--- src/sv/sorted_store_binary_search_macros.svh ---
// Assertion macros for the sorted store with binary search.
// Included by the top level; no other dependencies.
`ifndef SORTED_STORE_BINARY_SEARCH_MACROS_SVH
`define SORTED_STORE_BINARY_SEARCH_MACROS_SVH

`ifndef ASSERT_OFF
// Check that an implication holds on every rising clock edge outside reset
`define SSBS_ASSERT_IMPL(lbl, clk, rstn, prop) \
  lbl: assert property (@(posedge clk) disable iff (!rstn) prop) \
    else $error("implication check failed");
// Check that a condition never holds outside reset
`define SSBS_ASSERT_NEVER(lbl, clk, rstn, cond) \
  lbl: assert property (@(posedge clk) disable iff (!rstn) !(cond)) \
    else $error("forbidden condition seen");
`else
`define SSBS_ASSERT_IMPL(lbl, clk, rstn, prop)
`define SSBS_ASSERT_NEVER(lbl, clk, rstn, cond)
`endif

`endif

--- src/sv/ssbs_pkg.sv ---
// Shared types and constants for the sorted store with binary search.
// No dependencies; imported by every module of the block.
package ssbs_pkg;

  localparam int DEPTH = 1024;
  localparam int IDX_W = $clog2(DEPTH);
  localparam int CNT_W = $clog2(DEPTH + 1);
  localparam int VAL_W = 31;
  localparam int POS_W = 10;

  typedef enum logic [1:0] {
    OP_CLEAR  = 2'd0,
    OP_LOAD   = 2'd1,
    OP_SEARCH = 2'd2
  } op_e;

  typedef enum logic [1:0] {
    PR_IDLE,
    PR_RUN,
    PR_DONE
  } probe_state_e;

  typedef struct packed {
    logic [1:0]  op;
    logic [31:0] value;
  } ssbs_req_t;

  typedef struct packed {
    logic             found;
    logic [POS_W-1:0] position;
    logic             dropped;
  } ssbs_rsp_t;

  // Compare outcome of one cell against a search key
  typedef struct packed {
    logic lt;
    logic eq;
  } cell_flags_t;

  typedef struct packed {
    logic             found;
    logic [POS_W-1:0] position;
  } probe_rsp_t;

endpackage

--- src/sv/ssbs_cell.sv ---
// One cell of the sorted chain: holds one entry, shifts on insert, flags a key.
// Depends on ssbs_pkg.
module ssbs_cell (
  input  logic                      clk_i,
  input  logic                      load_i,
  input  logic                      cmp_i,
  input  logic [ssbs_pkg::VAL_W-1:0] data_i,
  input  logic                      key_neg_i,
  input  logic                      occ_i,
  input  logic                      tail_i,
  input  logic [ssbs_pkg::VAL_W-1:0] prev_val_i,
  input  logic                      prev_gt_i,
  output logic [ssbs_pkg::VAL_W-1:0] val_o,
  output logic                      gt_o,
  output ssbs_pkg::cell_flags_t      flags_o
);
  import ssbs_pkg::*;

  logic [VAL_W-1:0] val_q, val_d;
  cell_flags_t      flags_q;
  logic             gt, eq, take_new;

  assign gt = val_q > data_i;
  assign eq = val_q == data_i;

  // Take a new entry when this is the free slot or the entry moves up
  assign take_new = tail_i || (occ_i && gt);

  always_comb begin
    val_d = val_q;
    if (load_i && take_new) begin
      val_d = prev_gt_i ? prev_val_i : data_i;
    end
  end

  always_ff @(posedge clk_i) begin
    val_q <= val_d;
  end

  // Capture compare flags for the search that follows
  always_ff @(posedge clk_i) begin
    if (cmp_i) begin
      flags_q.lt <= !key_neg_i && !gt && !eq;
      flags_q.eq <= !key_neg_i && eq;
    end
  end

  assign val_o   = val_q;
  assign gt_o    = gt;
  assign flags_o = flags_q;

endmodule

--- config.mk ---
export PLATFORM = sky130hd
export DESIGN_NAME = ssbs_cell
export DESIGN_NICKNAME = d
export VERILOG_FILES = /design/src/sv/sorted_store_binary_search_macros.svh /design/src/sv/ssbs_pkg.sv /design/src/sv/ssbs_cell.sv
export SDC_FILE = /design/constraint.sdc
export NUM_CORES = 1
export LEC_CHECK = 0
export BUFFER_PORTS_ARGS = -buffer_cell sky130_fd_sc_hd__buf_2
export CAP_MARGIN = 40
export CORE_UTILIZATION = 26
export CTS_CLUSTER_SIZE = 14
export DETAILED_ROUTE_END_ITERATION = 7
export HOLD_SLACK_MARGIN = 0.08
export PLACE_DENSITY = 0.61
export SYNTH_ARGS = -nofsm -noshare
export SYNTH_HDL_FRONTEND = slang
export SYNTH_SLANG_ARGS = --single-unit
export TNS_END_PERCENT = 50
--- constraint.sdc ---
create_clock -name clk_i -period 10.2 [get_ports clk_i]
set_input_delay 0.51 -clock clk_i [delete_from_list [all_inputs] [get_ports clk_i]]
set_output_delay 0.51 -clock clk_i [all_outputs]
set_load 0.02 [all_outputs]
==> results of run 1 <==
final cells by class:
| cell class | count | area share [%] |
|---|---|---|
| timing repair buffer | 105 | 19.3 |
| tap | 102 | 4.45 |
| sequential | 33 | 34.6 |
| clock buffer | 8 | 2.79 |
| multi-input combinational | 149 | 34.8 |
| inverter | 31 | 4.06 |
registers in the layout, indices dropped and copies added, names as in the netlist:
name	cells
val_o	31
flags_o	2
synthesized netlist by cell type (all sizes together), types with 2 or more instances:
cell    count  area [um2]
nand2      38         143
o21ai      34         170
edfxtp     33         991
ha         31         388
inv        31         116
a21oi      12        60.1
clkbuf      7        26.3
nand4       7        43.8
nand3       4        20.0
nor2        4        15.0
nor4        3        18.8
a21boi      2        15.0
a21o        2        15.0
worst max-delay path, cell delays in order, from the launching register on:
cell,delay (ns)
edfxtp_1,0.40
ha_1,0.32
nand4_1,0.19
nor4_1,0.54
o41ai_2,0.19
a21boi_0,0.24
buf_2,0.20
path summary, 6_finish.rpt:
check | start | end | slack (ns)
hold reg to reg | val_o[14]$_DFFE_PP_ | flags_o[1]$_DFFE_PP_ | 1.00
setup / recovery | val_o[28]$_DFFE_PP_ | gt_o | 7.33
hold / removal | cmp_i | flags_o[0]$_DFFE_PP_ | 0.45
setup reg to reg | val_o[28]$_DFFE_PP_ | val_o[5]$_DFFE_PP_ | 7.69
per-layer routing:
metal	vias to the layer above	track usage (%)	share of wire, %
li1	995	-	-
met1	836	15.1	47
met2	67	23.1	47
met3	2	3.12	5.9
met4	0	3.13	0.32
met5	-	0	0
logic make-up after synthesis:
group                    after synthesis  synth area share (%)
AND/OR/NAND/NOR                       61                  12.9
AO/OA/AOI/OAI                         56                  15.1
buffers and inverters                 38                  6.69
flip-flops                            33                  46.5
adder cells (fa/ha/maj)               31                  18.2
multiplexers                           1                 0.528
power by group:
group | switching (mW) | internal (mW) | total, mW
logic | 0.0504 | 0.0357 | 0.0861
clock network | 0.0462 | 0.0485 | 0.0947
registers | 0.00554 | 0.163 | 0.168
total | 0.102 | 0.247 | 0.349
layout by cell type, fill, tap and decap left out, types with 2 or more instances in the layout:
cell / instances
a21o_1: 2
clkbuf_1: 3
a21oi_1: 12
edfxtp_1: 33
clkbuf_8: 5
nand3_1: 4
buf_4: 2
ha_1: 31
nor4_1: 3
nand2_1: 38
nand4_1: 7
a21boi_0: 2
nor2_1: 4
buf_2: 102
inv_1: 31
o21ai_0: 34
through the flow:
step / worst slack, ns / power, mW / hold slack [ns] / cells
3_3_place_gp: 7.37 / 0.256 / 0.728 / 419
2_1_floorplan: 6.65 / 0.222 / 0.622 / 220
4_1_cts: 7.30 / 0.356 / 0.444 / 428
5_1_grt: 7.12 / 0.371 / 0.445 / 428
6_report: 7.33 / 0.349 / 0.453 / 428
3_5_place_dp: 7.37 / 0.259 / 0.739 / 420
==> impl_metrics.py, run 1 <==
metrics = {
    "status": {
        "status": "finished, final reports clean",
    },
    "global_routing": {
        "antenna_found_initial": 0,
        "grt-ovfl-total": 0,
        "grt_pass1_wl_um": 8510,
        "grt_pass1_vias": 1892,
        "grt_max_degree": 32,
        "grt_usage_pct": 12.8,
    },
    "logic_synthesis": {
        "synth-edff-count": 33,
        "yosysWarnings": 0,
        "synth_flop_cell": "edfxtp_1",
        "yosysSeqAreaShare_pct": 46.5,
        "syn_area_per_cell_um2": 9.69,
        "synth_cell_types": 25,
        "synthesis.area_um2": 2130,
        "ys_seq_elements": 33,
        "syn_inst": 220,
        "synth_nets": 320,
        "synth-async-reset-ratio_pct": 0,
    },
    "floorplan": {
        "dieArea_um2": 8560,
        "die_h_um": 92.5,
        "placementRows": 32,
        "coreArea_um2": 7810,
        "die_w_um": 92.5,
        "ioPinCount": 103,
        "initial_core_util_pct": 27.3,
    },
    "cts": {
        "htreeDepth": 2,
        "cts_tree": "built",
        "cts_setup_buffers": 0,
        "insertion_delay_ns": 0.28,
        "clock-root-buffer": "clkbuf_8",
        "clk_path_buf_depth": 2,
        "clock-sinks": 33,
        "post_cts_resized": 0,
        "clk_pin_slew_ns": 0.07,
        "hold_buffers": 0,
        "numCtsBuffers": 5,
    },
    "timing": {
        "setup-violations-final": 0,
        "relSlewSlack_pct": 64.9,
        "finalMaxSlewViolations": 0,
        "max_freq_mhz": 349,
        "setup-tns-final_ns": 0,
        "fin_skew_ns": 0.00286,
        "finalCritPeriodShare_pct": 28.1,
        "rsz0062_at_grt": "no",
        "hold_viol": 0,
        "final.min_clock_period_ns": 2.87,
        "worst_slew_pin_slew_ns": 0.526,
    },
    "final_layout": {
        "area_delta_synth_final_pct": 34.5,
        "nNetsFinal": 425,
        "multi_input_area_um2": 997,
        "antenna_cells": 0,
        "nFillCells": 804,
        "ff_latch_area_um2": 991,
        "fin_area_um2": 2870,
        "drive_gt1_share_pct": 35.0,
        "utilization_pct": 36.7,
    },
    "hold_path": {
        "hp-class": "in2reg",
        "whs_path_depth": 1,
    },
    "critical_path": {
        "rr_worst_depth": 6,
        "critical_path_required_ns": 9.69,
        "critical_path.max_fanout": 5,
        "end_kind": "output port",
        "criticalPathCategory": "reg2out",
        "startpoint_type": "register",
        "crit_arrival_ns": 2.36,
    },
    "power_and_ir_drop": {
        "cellLeakagePower_nw": 1.40,
        "powerDensity_nw_per_um2": 122,
        "ir_drop_v": 0.0000520,
    },
    "place": {
        "gp_congestion": 0.695,
        "hpwl_um": 4380,
        "placed_cell_area_um2": 2790,
        "io_buffers": 102,
    },
    "route": {
        "wl_um": 5280,
        "via_count": 1900,
        "dr.pass1.iters": 4,
        "drtAntennaViolNets": 0,
        "drc": 0,
        "avgViaCountPerCell": 4.44,
        "drtIter0Drc": 26,
        "routedWlPerCell_um": 12.3,
    },
    "run": {
        "maxCapViolations": 0,
    },
}
(Power assumes the default switching activity.)
==> inputs of run 2 (changes only) <==
ABC_AREA = 1   (was default)
PLACE_DENSITY = 0.62   (was 0.61)
clock period = 2.6 ns   (was 10.2 ns; I/O delays follow)
==> run 2 against run 1 <==
Compared with the run above:
- sequential power rose to 3.9 times the previous value
- die area rose by 6.3%
- count of clock-buffer cells in the layout fell by 2
- worst hold slack got worse by 0.33 ns
- sequential share of layout area decreased by 1.6 points
- final area increased by 4.9%
- first-iteration DRC count rose by 65%
- utilization fell by 0.67 points
==> impl_metrics.py, run 2 <==
metrics = {
    "timing": {
        "setup-violations-final": 0,
        "finalMaxSlewViolations": 0,
        "layout_setup_ws_ns": 0.495,
        "relSlewSlack_pct": 72.9,
        "worst_slew_pin_slew_ns": 0.407,
        "fin_skew_ns": 0.00429,
        "max_freq_mhz": 475,
        "setup-tns-final_ns": 0,
        "rsz0062_at_grt": "no",
        "finalCritPeriodShare_pct": 81.0,
        "hold_viol": 0,
        "final.min_clock_period_ns": 2.11,
    },
    "route": {
        "dr.pass1.iters": 4,
        "avgViaCountPerCell": 4.28,
        "wl_um": 5430,
        "drc": 0,
        "drtIter0Drc": 43,
        "routedWlPerCell_um": 11.4,
        "via_count": 2034,
        "drtAntennaViolNets": 0,
    },
    "critical_path": {
        "startpoint_type": "register",
        "critical_path_required_ns": 2.58,
        "timing.rr.end": "val_o[27]$_DFFE_PP_",
        "r2r_setup_slack_ns": 0.49,
        "crit_arrival_ns": 2.08,
        "crit_path_start": "val_o[6]$_DFFE_PP_",
        "criticalPathCategory": "reg2reg",
        "critical_path.endpoint": "val_o[27]$_DFFE_PP_",
        "critical_path.max_fanout": 31,
        "rr_worst_depth": 12,
        "worstReg2RegStart": "val_o[6]$_DFFE_PP_",
        "end_kind": "register",
    },
    "place": {
        "hpwl_um": 4510,
        "gp_congestion": 0.780,
        "io_buffers": 102,
        "dp_slack_ns": 0.443,
        "placed_cell_area_um2": 2920,
    },
    "final_layout": {
        "largest_register_ffs": 31,
        "nNetsFinal": 470,
        "drive_gt1_share_pct": 33.0,
        "antenna_cells": 0,
        "layout_common_cells": "buf_2 (102), nand2_1 (73), inv_1 (52)",
        "area_delta_synth_final_pct": 32.5,
        "fin_area_um2": 3010,
        "mostFrequentLayoutCell": "buf_2",
    },
    "logic_synthesis": {
        "yosysTopAreaCell": "edfxtp_1",
        "synthDominantCellAreaShare_pct": 43.7,
        "yosysMostFrequentCell": "nand2_1",
        "synth_nets": 365,
        "synth-edff-count": 33,
        "syn_inst": 265,
        "synth_top_cells_by_area": "edfxtp_1 (44%), ha_1 (17%), nand2_1 (12%), inv_1 (8.6%), o21ai_0 (6.6%)",
        "yosysWarnings": 0,
        "synth_cell_types": 20,
        "synth_flop_cell": "edfxtp_1",
        "syn_area_per_cell_um2": 8.56,
        "synthesis.area_um2": 2270,
        "synth-async-reset-ratio_pct": 0,
        "yosysSeqAreaShare_pct": 43.7,
        "netlist_top_cells_count": "nand2_1 (73), inv_1 (52), edfxtp_1 (33)",
        "ys_seq_elements": 33,
    },
    "floorplan": {
        "placementRows": 33,
        "dieArea_um2": 9100,
        "initial_core_util_pct": 27.2,
        "die_h_um": 95.4,
        "ioPinCount": 103,
        "die_w_um": 95.4,
        "coreArea_um2": 8340,
    },
    "cts": {
        "cts_setup_buffers": 0,
        "clk_pin_slew_ns": 0.07,
        "clk_path_buf_depth": 2,
        "cts_tree": "built",
        "numCtsBuffers": 5,
        "insertion_delay_ns": 0.28,
        "clock-sinks": 33,
        "hold_buffers": 1,
        "htreeDepth": 2,
        "clock-root-buffer": "clkbuf_8",
        "post_cts_resized": 0,
    },
    "global_routing": {
        "grt-ovfl-total": 0,
        "grt_pass1_wl_um": 8440,
        "antenna_found_initial": 0,
        "grt_pass1_vias": 1947,
        "grt_max_degree": 33,
        "grt_usage_pct": 12.4,
    },
    "power_and_ir_drop": {
        "total_power_mw": 1.35,
        "cellLeakagePower_nw": 1.60,
        "powerDensity_nw_per_um2": 450,
        "ir_drop_v": 0.000166,
    },
    "status": {
        "status": "finished, final reports clean",
    },
    "hold_path": {
        "worstHoldStart": "prev_val_i[29]",
        "hp-class": "in2reg",
    },
    "run": {
        "maxCapViolations": 0,
    },
}
[run 2: cell count changes after synthesis, sizes merged, moves of 2 or more]
cell    change
nand2      +39
nor4        -3
nand4       -4
o21ai       -4
a21boi      -2
inv        +21
nor2        +6
[run 2: layout make-up]
cell class,count,area (um2)
sequential,33,991
fill,889,5340
clock inverter,1,3.75
timing repair buffer,105,548
multi-input combinational,173,1060
tap,105,131
clock buffer,6,72.6
inverter,52,195
[run 2: worst max-delay path, cell delays in order (launching register included)]
cell and delay (ns):
edfxtp_1 0.39, ha_1 0.31, nand2_1 0.07, nor2_1 0.19, nand2_1 0.08, nand2_1 0.06, nand2_1 0.06, nand2_2 0.06
nand2_2 0.05, nand2_2 0.07, nand3_2 0.08, a21oi_4 0.15, buf_12 0.22
[run 2: through the flow]
step | instances | util, % | hold slack, ns
floorplan | 265 | - | 0.242
global placement | 467 | 35.0 | 0.364
detailed placement | 467 | 35.0 | 0.365
CTS | 475 | 36.0 | 0.115
global route | 475 | 36.0 | 0.126
finish | 475 | 36.0 | 0.122
[run 2: metal layers]
metal	share of wire [%]	up-vias	global-route usage, %	routed length, um
li1	-	1071	-	-
met2	47	66	21.0	2530
met3	6.6	10	3.91	361
met1	45	887	14.4	2420
met4	2.2	0	4.85	121
met5	0	-	0	0
[run 2: where the power goes]
part	leakage [nW]	internal, mW	total, mW	switching, mW
Sequential	0.317	0.632	0.648	0.0166
Combinational	1.25	0.139	0.348	0.209
Clock	0.0387	0.180	0.357	0.177
Total	1.60	0.951	1.35	0.402
[run 2: kinds of logic (layout without fill, tap and decap cells)]
logic type,count (synthesis),in the layout,synth area share [%]
muxes,1,1,0.496
and+or+nand+nor,97,97,18.7
buffers and inverters,59,164,9.76
DFF,33,33,43.7
AOI/OAI and AO/OA,44,44,10.3
adders and majority gates,31,31,17.1
[run 2: worst min path at each step]
stage	to	depth (start not counted)	slack, ns
after global placement	flags_o[1]$_DFFE_PP_	1	0.36
after global routing	val_o[28]$_DFFE_PP_	3	0.13
final	val_o[29]$_DFFE_PP_	3	0.12
after detailed placement	flags_o[0]$_DFFE_PP_	1	0.37
after CTS	val_o[15]$_DFFE_PP_	3	0.11
after floorplan	flags_o[0]$_DFFE_PP_	0	0.24
